`src/rtl/sorted_list_merger_assert.svh`:
```
// ---------------------------------------------------------------------------
// sorted_list_merger assertion macros
// shared property forms for the merger's concurrent checks
// ---------------------------------------------------------------------------
`ifndef SORTED_LIST_MERGER_ASSERT_SVH
`define SORTED_LIST_MERGER_ASSERT_SVH

// same-cycle implication, disabled while reset is active
`define SLM_ASSERT_NOW(label, ante, cons, msg) \
    label: assert property (@(posedge clk) disable iff (!rst_n) (ante) |-> (cons)) \
        else $error(msg);

// next-cycle implication, disabled while reset is active
`define SLM_ASSERT_NEXT(label, ante, cons, msg) \
    label: assert property (@(posedge clk) disable iff (!rst_n) (ante) |=> (cons)) \
        else $error(msg);

`endif

```
`src/rtl/slm_pkg.sv`:
```
// ---------------------------------------------------------------------------
// slm_pkg
// types and constants shared by the sorted list merger
// ---------------------------------------------------------------------------
`timescale 1ns / 1ps
`default_nettype none

package slm_pkg;

    localparam int DEPTH_DEFAULT = 16;
    localparam int VAL_W         = 32;

    // list select codes on the load channel
    localparam logic CMD_LIST_A = 1'b0;
    localparam logic CMD_LIST_B = 1'b1;

    // merge order register codes
    localparam logic ORDER_ASC  = 1'b0;
    localparam logic ORDER_DESC = 1'b1;

    typedef logic signed [VAL_W-1:0] value_t;

    typedef enum logic [1:0] {
        ST_LOAD,
        ST_PRIME,
        ST_MERGE
    } slm_state_t;

endpackage

`default_nettype wire

```
`src/rtl/slm_if.sv`:
```
// ---------------------------------------------------------------------------
// slm channel interfaces
// valid/ready channels for load words, merged words and the order register
// ---------------------------------------------------------------------------
`timescale 1ns / 1ps
`default_nettype none

interface slm_load_if;
    logic                valid;
    logic                ready;
    logic                cmd;
    slm_pkg::value_t     value;
    logic                last;

    modport source (output valid, output cmd, output value, output last, input ready);
    modport sink   (input valid, input cmd, input value, input last, output ready);
endinterface

interface slm_merged_if;
    logic                valid;
    logic                ready;
    slm_pkg::value_t     merged_value;
    logic                final_res;

    modport source (output valid, output merged_value, output final_res, input ready);
    modport sink   (input valid, input merged_value, input final_res, output ready);
endinterface

interface slm_cfg_if;
    logic                valid;
    logic                ready;
    logic                order;

    modport source (output valid, output order, input ready);
    modport sink   (input valid, input order, output ready);
endinterface

`default_nettype wire

```
`src/rtl/slm_list_mem.sv`:
```
// ---------------------------------------------------------------------------
// slm_list_mem
// one list store: single write port, registered read port
// ---------------------------------------------------------------------------
`timescale 1ns / 1ps
`default_nettype none

module slm_list_mem #(
    parameter int DEPTH  = slm_pkg::DEPTH_DEFAULT,
    parameter int ADDR_W = (DEPTH > 1) ? $clog2(DEPTH) : 1
) (
    input  wire logic              clk,
    input  wire logic              wr_en,
    input  wire logic [ADDR_W-1:0] wr_addr,
    input  wire slm_pkg::value_t   wr_data,
    input  wire logic [ADDR_W-1:0] rd_addr,
    output      slm_pkg::value_t   rd_data
);

    slm_pkg::value_t mem [DEPTH];

    always_ff @(posedge clk)
    begin
        if (wr_en)
        begin
            mem[wr_addr] <= wr_data;
        end
    end

    // read returns the old word on a same-address write
    always_ff @(posedge clk)
    begin
        rd_data <= mem[rd_addr];
    end

endmodule

`default_nettype wire

```
`src/rtl/sorted_list_merger.sv`:
```
// ---------------------------------------------------------------------------
// sorted_list_merger
// two-way merge of two pre-sorted lists of signed Q16.16 values
// ---------------------------------------------------------------------------
// usage:
//   load   - sink channel; each word carries cmd (0 list A, 1 list B), value
//            and last. last closes the selected list. words past DEPTH in a
//            list are dropped (their last still closes it); words for a list
//            already closed are ignored
//   merged - source channel; after both lists are closed the block sends
//            count_a + count_b words in merge order, final_res on the last
//   cfg    - order register write (0 ascending, 1 descending); always ready,
//            write only while the block is idle
// timing:
//   load takes each offered word at once in the load state; after the closing
//   word a prime state re-reads the store heads, then one merged word per cycle
//   while the receiver takes it. the merge step is bound by the registered read
//   of each list store. load stays low from the closing word until the final
//   merged word enters the output register
// reset: counts, closed flags, order and output valid clear; stores are not
//   cleared. a stalled receiver holds the output register and the merge waits
// ---------------------------------------------------------------------------
`timescale 1ns / 1ps
`default_nettype none

`include "sorted_list_merger_assert.svh"

module sorted_list_merger #(
    parameter int DEPTH = slm_pkg::DEPTH_DEFAULT
) (
    input  wire logic   clk,
    input  wire logic   rst_n,
    slm_load_if.sink    load,
    slm_merged_if.source merged,
    slm_cfg_if.sink     cfg
);

    localparam int ADDR_W = (DEPTH > 1) ? $clog2(DEPTH) : 1;
    localparam int CNT_W  = $clog2(DEPTH + 1);
    localparam logic [CNT_W-1:0] DEPTH_CNT = CNT_W'(DEPTH);

    // control state
    slm_pkg::slm_state_t state_reg, state_next;
    logic [CNT_W-1:0]    count_a_reg, count_a_next;
    logic [CNT_W-1:0]    count_b_reg, count_b_next;
    logic                closed_a_reg, closed_a_next;
    logic                closed_b_reg, closed_b_next;
    logic [CNT_W-1:0]    idx_a_reg, idx_a_next;
    logic [CNT_W-1:0]    idx_b_reg, idx_b_next;
    logic                order_reg;

    // output register
    logic                out_valid_reg, out_valid_next;
    slm_pkg::value_t     out_value_reg, out_value_next;
    logic                out_final_reg, out_final_next;

    // store ports
    logic                wr_a_en, wr_b_en;
    logic [ADDR_W-1:0]   rd_addr_a, rd_addr_b;
    slm_pkg::value_t     head_a, head_b;

    // merge step
    logic                out_free;
    logic                a_avail, b_avail, a_first, pop_a, last_pop, emit;
    logic [CNT_W-1:0]    idx_a_adv, idx_b_adv;

    assign load.ready   = (state_reg == slm_pkg::ST_LOAD);
    assign cfg.ready    = 1'b1;
    assign merged.valid        = out_valid_reg;
    assign merged.merged_value = out_value_reg;
    assign merged.final_res    = out_final_reg;

    // the output register is free when empty or being taken this cycle
    assign out_free = !out_valid_reg || merged.ready;

    // heads of the lists are valid in the merge state (primed in the prime state)
    assign a_avail = (idx_a_reg < count_a_reg);
    assign b_avail = (idx_b_reg < count_b_reg);
    // strict precedence of A; ties go to B
    assign a_first = (order_reg == slm_pkg::ORDER_DESC) ? (head_b < head_a)
                                                        : (head_a < head_b);
    assign pop_a     = a_avail && (!b_avail || a_first);
    assign idx_a_adv = idx_a_reg + CNT_W'(pop_a);
    assign idx_b_adv = idx_b_reg + CNT_W'(!pop_a);
    assign last_pop  = (idx_a_adv == count_a_reg) && (idx_b_adv == count_b_reg);

    always_comb
    begin
        state_next     = state_reg;
        count_a_next   = count_a_reg;
        count_b_next   = count_b_reg;
        closed_a_next  = closed_a_reg;
        closed_b_next  = closed_b_reg;
        idx_a_next     = idx_a_reg;
        idx_b_next     = idx_b_reg;
        wr_a_en        = 1'b0;
        wr_b_en        = 1'b0;
        emit           = 1'b0;
        out_valid_next = out_valid_reg && !merged.ready;
        out_value_next = out_value_reg;
        out_final_next = out_final_reg;

        unique case (state_reg)
            slm_pkg::ST_LOAD:
            begin
                if (load.valid)
                begin
                    // words for a closed list fall through untouched
                    if (load.cmd == slm_pkg::CMD_LIST_A && !closed_a_reg)
                    begin
                        if (count_a_reg < DEPTH_CNT)
                        begin
                            wr_a_en      = 1'b1;
                            count_a_next = count_a_reg + CNT_W'(1);
                        end
                        if (load.last)
                        begin
                            closed_a_next = 1'b1;
                        end
                    end
                    else if (load.cmd == slm_pkg::CMD_LIST_B && !closed_b_reg)
                    begin
                        if (count_b_reg < DEPTH_CNT)
                        begin
                            wr_b_en      = 1'b1;
                            count_b_next = count_b_reg + CNT_W'(1);
                        end
                        if (load.last)
                        begin
                            closed_b_next = 1'b1;
                        end
                    end
                    if (closed_a_next && closed_b_next)
                    begin
                        state_next = slm_pkg::ST_PRIME;
                    end
                end
            end

            slm_pkg::ST_PRIME:
            begin
                // entry 0 may have been written on the closing edge: read again
                state_next = slm_pkg::ST_MERGE;
            end

            slm_pkg::ST_MERGE:
            begin
                if (out_free)
                begin
                    emit           = 1'b1;
                    out_valid_next = 1'b1;
                    out_value_next = pop_a ? head_a : head_b;
                    out_final_next = last_pop;
                    idx_a_next     = idx_a_adv;
                    idx_b_next     = idx_b_adv;
                    if (last_pop)
                    begin
                        state_next    = slm_pkg::ST_LOAD;
                        count_a_next  = '0;
                        count_b_next  = '0;
                        closed_a_next = 1'b0;
                        closed_b_next = 1'b0;
                        idx_a_next    = '0;
                        idx_b_next    = '0;
                    end
                end
            end

            default:
            begin
                state_next = slm_pkg::ST_LOAD;
            end
        endcase
    end

    // read address follows the next head index so the head is ready in the next cycle
    assign rd_addr_a = (idx_a_next < DEPTH_CNT) ? idx_a_next[ADDR_W-1:0] : '0;
    assign rd_addr_b = (idx_b_next < DEPTH_CNT) ? idx_b_next[ADDR_W-1:0] : '0;

    always_ff @(posedge clk or negedge rst_n)
    begin
        if (!rst_n)
        begin
            state_reg     <= slm_pkg::ST_LOAD;
            count_a_reg   <= '0;
            count_b_reg   <= '0;
            closed_a_reg  <= 1'b0;
            closed_b_reg  <= 1'b0;
            idx_a_reg     <= '0;
            idx_b_reg     <= '0;
            order_reg     <= slm_pkg::ORDER_ASC;
            out_valid_reg <= 1'b0;
        end
        else
        begin
            state_reg     <= state_next;
            count_a_reg   <= count_a_next;
            count_b_reg   <= count_b_next;
            closed_a_reg  <= closed_a_next;
            closed_b_reg  <= closed_b_next;
            idx_a_reg     <= idx_a_next;
            idx_b_reg     <= idx_b_next;
            out_valid_reg <= out_valid_next;
            if (cfg.valid)
            begin
                order_reg <= cfg.order;
            end
        end
    end

    // payload of the output register
    always_ff @(posedge clk)
    begin
        out_value_reg <= out_value_next;
        out_final_reg <= out_final_next;
    end

    slm_list_mem #(
        .DEPTH  (DEPTH),
        .ADDR_W (ADDR_W)
    ) u_list_a (
        .clk     (clk),
        .wr_en   (wr_a_en),
        .wr_addr (count_a_reg[ADDR_W-1:0]),
        .wr_data (load.value),
        .rd_addr (rd_addr_a),
        .rd_data (head_a)
    );

    slm_list_mem #(
        .DEPTH  (DEPTH),
        .ADDR_W (ADDR_W)
    ) u_list_b (
        .clk     (clk),
        .wr_en   (wr_b_en),
        .wr_addr (count_b_reg[ADDR_W-1:0]),
        .wr_data (load.value),
        .rd_addr (rd_addr_b),
        .rd_data (head_b)
    );

    // read indexes never run past the loaded counts
    `SLM_ASSERT_NOW(a_idx_in_range, 1'b1, (idx_a_reg <= count_a_reg) && (idx_b_reg <= count_b_reg), "merge index past list count")

    // the loader never sits with both lists closed
    `SLM_ASSERT_NOW(a_load_not_closed, state_reg == slm_pkg::ST_LOAD, !(closed_a_reg && closed_b_reg), "both lists closed while loading")

    // the final merged word restarts loading with empty lists
    `SLM_ASSERT_NEXT(a_final_clears, emit && last_pop, (state_reg == slm_pkg::ST_LOAD) && (count_a_reg == '0) && (count_b_reg == '0) && merged.final_res, "final word did not clear lists")

endmodule

`default_nettype wire

```
`src/flat_wrapper.sv`:
```
// flat-port wrapper written by rule: the top's interface ports become plain ports
module sorted_list_merger_flat 
#(
    parameter int DEPTH = slm_pkg::DEPTH_DEFAULT
)
  (clk, rst_n, load_valid, load_cmd, load_value, load_last, load_ready, merged_valid, merged_merged_value, merged_final_res, merged_ready, cfg_valid, cfg_order, cfg_ready);
  slm_load_if load_i ();
  slm_merged_if merged_i ();
  slm_cfg_if cfg_i ();
  input  wire logic clk;
  input  wire logic rst_n;
  input wire logic [$bits(load_i.valid)-1:0] load_valid;
  input wire logic [$bits(load_i.cmd)-1:0] load_cmd;
  input wire logic [$bits(load_i.value)-1:0] load_value;
  input wire logic [$bits(load_i.last)-1:0] load_last;
  output wire logic [$bits(load_i.ready)-1:0] load_ready;
  output wire logic [$bits(merged_i.valid)-1:0] merged_valid;
  output wire logic [$bits(merged_i.merged_value)-1:0] merged_merged_value;
  output wire logic [$bits(merged_i.final_res)-1:0] merged_final_res;
  input wire logic [$bits(merged_i.ready)-1:0] merged_ready;
  input wire logic [$bits(cfg_i.valid)-1:0] cfg_valid;
  input wire logic [$bits(cfg_i.order)-1:0] cfg_order;
  output wire logic [$bits(cfg_i.ready)-1:0] cfg_ready;
  assign load_i.valid = load_valid;
  assign load_i.cmd = load_cmd;
  assign load_i.value = load_value;
  assign load_i.last = load_last;
  assign load_ready = load_i.ready;
  assign merged_valid = merged_i.valid;
  assign merged_merged_value = merged_i.merged_value;
  assign merged_final_res = merged_i.final_res;
  assign merged_i.ready = merged_ready;
  assign cfg_i.valid = cfg_valid;
  assign cfg_i.order = cfg_order;
  assign cfg_ready = cfg_i.ready;
  sorted_list_merger #(.DEPTH(DEPTH)) u_core (.clk(clk), .rst_n(rst_n), .load(load_i), .merged(merged_i), .cfg(cfg_i));
endmodule
```
`config.mk`:
```
export PLATFORM = sky130hd
export DESIGN_NAME = sorted_list_merger_flat
export DESIGN_NICKNAME = d
export VERILOG_FILES = /design/src/rtl/slm_pkg.sv /design/src/rtl/slm_if.sv /design/src/rtl/slm_list_mem.sv /design/src/rtl/sorted_list_merger.sv /design/src/flat_wrapper.sv
export VERILOG_INCLUDE_DIRS = /design/src /design/src/rtl
export SDC_FILE = /design/constraint.sdc
export NUM_CORES = 1
export LEC_CHECK = 0
export BUFFER_PORTS_ARGS = -buffer_cell sky130_fd_sc_hd__buf_4
export CAP_MARGIN = 10
export CORE_ASPECT_RATIO = 0.75
export CORE_MARGIN = 2
export CORE_UTILIZATION = 49
export DETAILED_ROUTE_END_ITERATION = 10
export PLACE_DENSITY = 0.61
export SLEW_MARGIN = 0
export SYNTH_ARGS = -nofsm -noshare
export SYNTH_HDL_FRONTEND = slang
export SYNTH_SLANG_ARGS = --single-unit
```
`constraint.sdc`:
```
create_clock -name clk -period 6.4 [get_ports clk]
set_input_delay 0.64 -clock clk [delete_from_list [all_inputs] [get_ports clk]]
set_output_delay 0.64 -clock clk [all_outputs]
set_load 0.05 [all_outputs]
```
# ---- Yosys cells after proc, flatten, opt, wreduce, memory -nomap -nowiden
# Memories as Yosys holds them, arrays and structs flattened. A register that Yosys moved wholly into a read port is not among the register bits.
# Index checks and enable logic that the tools add are counted.
dict set report word_totals {
  ram_bits 1024
  ff_bits 59
  wordCells 116
  in_bits 40
  n_memories 2
  out_inout_bits 36
}
dict set report op_classes {
  eq_ne 13
  muxes 56
  reduce_logical 21
  n_lt_le_gt_ge 8
  n_bitwise 1
  n_addsub 4
}
# memory depth word_bits rd rd_ports_with_merged_regs write_ports line_no
set memory_table {}
lappend memory_table {u_core.u_list_a.mem 16 32 1 1 1 slm_list_mem.sv:20} ;# slm_pkg::value_t mem [DEPTH];
lappend memory_table {u_core.u_list_b.mem 16 32 1 1 1 slm_list_mem.sv:20}
# cell count
set ops {}
lappend ops {{$mux W5} 15}
lappend ops {{$lt A32 B32 Y1} 2}
lappend ops {{$mux W32} 1}
lappend ops {{$mux W1} 29}
lappend ops {{$lt A5 B5 Y1 const B} 4}
lappend ops {{$pmux W5 S2} 2}
lappend ops {{$ne A2 B1 Y1 const B} 7}
lappend ops {{$add A5 B1 Y5} 2}
lappend ops {{$add A5 B1 Y5 const B} 2}
lappend ops {{$eq A5 B5 Y1} 2}
lappend ops {{$lt A5 B5 Y1} 2}
lappend ops {{$mux W2} 4}
lappend ops {{$mux W4} 2}
lappend ops {{$reduce_and A4 Y1} 2}
lappend ops {{$reduce_and A7 Y1} 1}
lappend ops {{$logic_and A1 B1 Y1} 6}
lappend ops {{$logic_not A1 Y1} 6}
lappend ops {{$pmux W2 S3} 1}
lappend ops {{$reduce_and A6 Y1} 1}
lappend ops {{$ne A2 B2 Y1 const B} 2}
lappend ops {{$pmux W1 S2} 2}
lappend ops {{$eq A2 B1 Y1 const B} 1}
lappend ops {{$eq A2 B2 Y1 const B} 1}
lappend ops {{$logic_not A2 Y1} 1}
lappend ops {{other kinds (4)} 5}

# ---- Longest topological paths before layout
dict set report depth {
  depth_word 13
  ltp_mapped 27
  mapped_depth_nobuf 23
}

# ---- By module
# From an unflattened synthesis, not the netlist that was laid out.
dict set report hier_totals {
  cells_unflattened 2071
  hier_area_um2 43849.6
}
# module instances area_each_um2 cells_each
set by_module_without_submodules {}
lappend by_module_without_submodules {slm_list_mem 2 19835.3 838}
lappend by_module_without_submodules {sorted_list_merger 1 4179.0 395}

# ---- Worst setup path before layout
# No wires, ideal clock.
dict set report synth_path {
  path_kind {register to register}
  startpoint {reg u_core.u_list_a.rd_data[1] (read register of u_core.u_list_a.mem)}
  endpoint {reg u_core.u_list_a.rd_data[0] (read register of u_core.u_list_a.mem)}
  path_slack_ns 1.168
  path_stages_with_launch 27
  t_required_ns 6.278
  t_arrival_ns 5.110
  path_buffers 3
  setup_time_ns 0.122
  cell_sequence {dfxtp_1 -> inv_1 -> ha_1 -> nor2b_1 -> o21a_1 -> o21a_1 -> o21a_1 -> o31a_1 -> o22ai_1 -> nor4_1 -> a311oi_2 -> buf_2 -> inv_1 -> ha_1 -> ha_1 -> xor2_1 -> nor4_2 -> nand4_1 -> nor4_4 -> or2_1 -> buf_4 -> inv_2 -> nand2_1 -> clkbuf_1 -> nand3_1 -> a32oi_1 -> o21ai_1}
}
dict set report synth_via {
  elab_chain_cells 13
}
# item line_no
set synth_rtl {}
lappend synth_rtl {{from (decl)} slm_list_mem.sv:17} ;# output slm_pkg::value_t rd_data
lappend synth_rtl {{$lt A32 B32 Y1 (on tied branches)} {sorted_list_merger.sv:81, sorted_list_merger.sv:80}}
lappend synth_rtl {{$mux W1 (*)} sorted_list_merger.sv:80} ;# assign a_first = (order_reg == slm_pkg::ORDER_DESC) ? (head_b < head_a)
lappend synth_rtl {{$logic_or A1 B1 Y1 (*)} sorted_list_merger.sv:82} ;# assign pop_a = a_avail && (!b_avail || a_first);
lappend synth_rtl {{$logic_and A1 B1 Y1 (*)} sorted_list_merger.sv:82}
lappend synth_rtl {{$logic_not A1 Y1} sorted_list_merger.sv:84} ;# assign idx_b_adv = idx_b_reg + CNT_W'(!pop_a);
lappend synth_rtl {{$add A5 B1 Y5} sorted_list_merger.sv:84}
lappend synth_rtl {{$eq A5 B5 Y1} sorted_list_merger.sv:85} ;# assign last_pop = (idx_a_adv == count_a_reg) && (idx_b_adv == count_b_reg);
lappend synth_rtl {{$logic_and A1 B1 Y1} sorted_list_merger.sv:85}
lappend synth_rtl {{$mux W5 (*)} sorted_list_merger.sv:156} ;# if (last_pop)
lappend synth_rtl {{$mux W5 (*)} sorted_list_merger.sv:148} ;# if (out_free)
lappend synth_rtl {{$mux W5 (*)} sorted_list_merger.sv:103} ;# unique case (state_reg)
lappend synth_rtl {{via u_core.idx_a_next[1]} sorted_list_merger.sv:48} ;# logic [CNT_W-1:0] idx_a_reg, idx_a_next;
lappend synth_rtl {{$lt A5 B5 Y1} sorted_list_merger.sv:177} ;# assign rd_addr_a = (idx_a_next < DEPTH_CNT) ? idx_a_next[ADDR_W-1:0] : '0;
lappend synth_rtl {{$mux W4 (*)} sorted_list_merger.sv:177}
# Mark *: on every way through the listed nets, which the timed path passes. The rest lies on a longest branch.
# A chain may end at the register's enable or synchronous reset.

# ---- Worst setup path in the final report
dict set report layout_path {
  startpoint {reg u_core.u_list_a.rd_data[17] (read register of u_core.u_list_a.mem)}
  endpoint {reg u_core.u_list_b.rd_data[4] (read register of u_core.u_list_b.mem)}
}
dict set report layout_via {
  elab_chain_cells 13
}
# item line_no
set layout_rtl {}
lappend layout_rtl {{$lt A32 B32 Y1 (on tied branches)} {sorted_list_merger.sv:81, sorted_list_merger.sv:80}}
lappend layout_rtl {{$mux W1 (*)} sorted_list_merger.sv:80}
lappend layout_rtl {{$logic_or A1 B1 Y1 (*)} sorted_list_merger.sv:82}
lappend layout_rtl {{$logic_and A1 B1 Y1 (*)} sorted_list_merger.sv:82}
lappend layout_rtl {{$logic_not A1 Y1} sorted_list_merger.sv:84}
lappend layout_rtl {{$add A5 B1 Y5} sorted_list_merger.sv:84}
lappend layout_rtl {{$eq A5 B5 Y1} sorted_list_merger.sv:85}
lappend layout_rtl {{$logic_and A1 B1 Y1} sorted_list_merger.sv:85}
lappend layout_rtl {{$mux W5 (*)} sorted_list_merger.sv:156}
lappend layout_rtl {{$mux W5 (*)} sorted_list_merger.sv:148}
lappend layout_rtl {{$mux W5 (*)} sorted_list_merger.sv:103}
lappend layout_rtl {{via u_core.idx_b_next[2]} sorted_list_merger.sv:49} ;# logic [CNT_W-1:0] idx_b_reg, idx_b_next;
lappend layout_rtl {{$lt A5 B5 Y1} sorted_list_merger.sv:178} ;# assign rd_addr_b = (idx_b_next < DEPTH_CNT) ? idx_b_next[ADDR_W-1:0] : '0;
lappend layout_rtl {{$mux W4 (*)} sorted_list_merger.sv:178}
lappend layout_rtl {{to (decl)} slm_list_mem.sv:17}
# Marks and branches as above.

==> flow_metrics.tcl <==
set metrics [dict create \
    seqPwrFrac_pct 34.0 \
    reg2reg_to "u_core.u_list_b.rd_data[4]" \
    finalSetupTns_ps 0 \
    cts_sinks 1147 \
    final_cell_mix "edfxtp_1, nand2_1, mux2i_1" \
    hold_viol 0 \
    dp_hpwl_um 66490 \
    syn-mean-instance-area_sq_um 14.57 \
    critical_path_class "register to register" \
    post-place-cells 4350 \
    cp_max_fo 9 \
    switchingPower_mw 10.09 \
    tightest_slew_ps 1067 \
    gr-total-overflow 0 \
    cts_buffers 106 \
    cts_max_level 3 \
    design_area_sq_um 51650 \
    hold_start "cfg_order" \
    placement.io_buffers 74 \
    synth_flop_cell "edfxtp_1" \
    clkLatencyLatePin_ps 690 \
    reg2reg_from "u_core.u_list_a.rd_data[17]" \
    maxSlewViolCount 0 \
    die_w_um 354.4 \
    layoutNonFillerInstCount 4558 \
    synth_area_sq_um 45120 \
    grt_pass1_wl_um 173000 \
    drc_errors 0 \
    fillers 7176 \
    critPathLaunchType "register" \
    ys_seq_elements 1147 \
    placed_area_sq_um 48140 \
    fp.dieH_um 266.8 \
    slowest_stage "nor4_4" \
    gp_congestion 0.8632 \
    yosysUniqueCellTypes 52 \
    cts-root-buf "clkbuf_16" \
    fin_crit_sh_pct 97.30 \
    p_clk_share_pct 23.4 \
    power_frac_comb_pct 42.7 \
    async_reset_ff_share_pct 2.267 \
    min_path_type "input port to register" \
    crit_arrival_ps 6760 \
    finalWirelength_um 118800 \
    grt_start_max_net_pins 49 \
    first_pass_iters 7 \
    whs_ps 207.7 \
    syn_nets 3189 \
    slowest_delay_ps 440 \
    drive_gt1_share_pct 14.68 \
    cts.path.max_buffers 3 \
    regToRegSetupSlack_ps 170 \
    wl_per_cell_um 26.06 \
    fp-row-count 96 \
    synth_edf_count 1057 \
    skew_ps 20.82 \
    synth.yosys.seq_area_share_pct 74.62 \
    drt-initial-drc-count 3065 \
    grt_pass1_vias 25960 \
    p_int_mw 16.36 \
    ant_nets 0 \
    p_total_mw 26.45 \
    num_io_pins 76 \
    dr_total_vias 26910 \
    max_freq_mhz 160.6 \
    syn_inst 3097 \
    finalNetCount 3330 \
    power_density_nw_per_um2 512.0 \
    grt_antenna_before_repair 3 \
    cts_tree "built" \
    track_usage_pct 25.03 \
    cp-startpoint "u_core.u_list_a.rd_data[17]" \
    relSlewSlack_pct 28.87 \
    dieArea_sq_um 94560 \
    required_ps 6940 \
    crit_path_end "u_core.u_list_b.rd_data[4]" \
    cap_violations 0 \
    min_period_ps 6227 \
    reg_top3 "u_core.u_list_a.mem: 512 flops, u_core.u_list_b.mem: 512 flops" \
    outcome "finished, final reports clean" \
    finalSetupViolations 0 \
    ys_warn_count 0 \
    irDropWorstVdd_uv 408.9 \
    area_growth_pct 14.46 \
    drt-vias-per-instance 5.904 \
    rsz0062_at_grt "false" \
    reg2reg_depth 26 \
    final_common_cell "edfxtp_1" \
    core_sq_um 91410 \
    start_util_pct 49.36 \
    clk_pin_slew_ps 60 \
    cp-end-kind "register" \
    p_leak_nw 18.52 \
    power_switching_share_pct 38.15 \
]
==> cell families (layout without fill, tap and decap cells) <==
family	count (synthesis)	after routing	synth area share, %
AOI/OAI and AO/OA	425	425	6.111
buffers and inverters	226	461	2.032
xor gates and xnor gates	18	18	0.3494
DFF	1147	1147	74.62
other	1	2	0.008311
muxes	294	294	6.702
and+or+nand+nor	934	934	8.732
adders and majority gates	52	52	1.442
==> worst min-delay path by stage <==
stage                                to  slack, ps  depth (start not counted)
global placement    u_core.closed_b_reg        530                          2
detailed placement  u_core.closed_b_reg        540                          2
CTS                    u_core.order_reg        180                          2
finish                 u_core.order_reg        210                          2
floorplan           u_core.closed_a_reg        340                          0
global route           u_core.order_reg        170                          2
==> per-stage QoR <==
| stage | setup WS [ps] | util [%] |
|---|---|---|
| global placement | 385.0 | 52.67 |
| global route | 32.02 | 56.50 |
| detailed placement | 283.6 | 52.67 |
| CTS | 263.5 | 56.43 |
| finish | 172.7 | 56.50 |
| floorplan | 1168 | - |
==> layout make-up <==
cell class	count	area, sq um	share of cell area (%)
multi-input cells	1724	10870	21.05
diodes	1	2.502	0.004845
flip-flops and latches	1147	33670	65.19
clock inverters	53	455.4	0.8818
clock buffers	149	2968	5.746
repair buffers	207	1952	3.779
inverters	52	196.4	0.3803
well taps	1225	1533	2.968
==> power groups by stage <==
| stage | logic, mW | registers, mW | clock network [mW] |
|---|---|---|---|
| after floorplan | 6.68 | 9.33 | 0 |
| after global placement | 10.9 | 9.14 | 0 |
| after detailed placement | 11.1 | 9.14 | 0 |
| after CTS | 11.2 | 8.99 | 6.28 |
| after global routing | 12.1 | 9.00 | 6.59 |
| final | 11.3 | 8.98 | 6.18 |
==> Yosys cell counts, drive strengths merged (5+ instances only) <==
library cell	instances	area share [%]
edfxtp	1057	70
nand2	628	5.2
mux2i	229	5.1
nand3	197	2.2
a21oi	143	1.6
clkbuf	115	0.96
o22ai	66	0.92
mux2	65	1.6
dfxtp	64	2.8
buf	59	0.64
ha	52	1.4
inv	52	0.43
o21ai	49	0.54
nor2	48	0.40
a31oi	36	0.50
a32oi	33	0.64
o221ai	33	0.64
a221o	31	0.69
dfrtp	26	1.4
a21o	19	0.32
nor3	17	0.19
xnor2	14	0.27
nand4	10	0.14
nand2b	7	0.097
nor4	6	0.18
nor2b	5	0.069
o21a	5	0.083
==> worst max-delay path, delay by kind of cell, from the launching register on <==
family	cells	cell delay, ps
DFF	1	400
and+or+nand+nor	7	1450
AOI/OAI and AO/OA	9	2510
adders and majority gates	3	800
xor gates and xnor gates	1	170
buffers and inverters	6	770
==> per-layer routing <==
layer / GRT usage [%] / routed length (um)
met5: 0 / 30
met4: 5.165 / 1852
met3: 4.622 / 10770
met2: 37.15 / 52240
met1: 38.67 / 53890
==> timing repair <==
item	4_1_cts	5_1_grt
setup endpoints to repair	0	29
setup buffers	0	4
hold buffers	1	0
resized for setup	0	8
endpoints found under the hold margin	26	0
No activity file was read; power rests on OpenSTA's default activity.
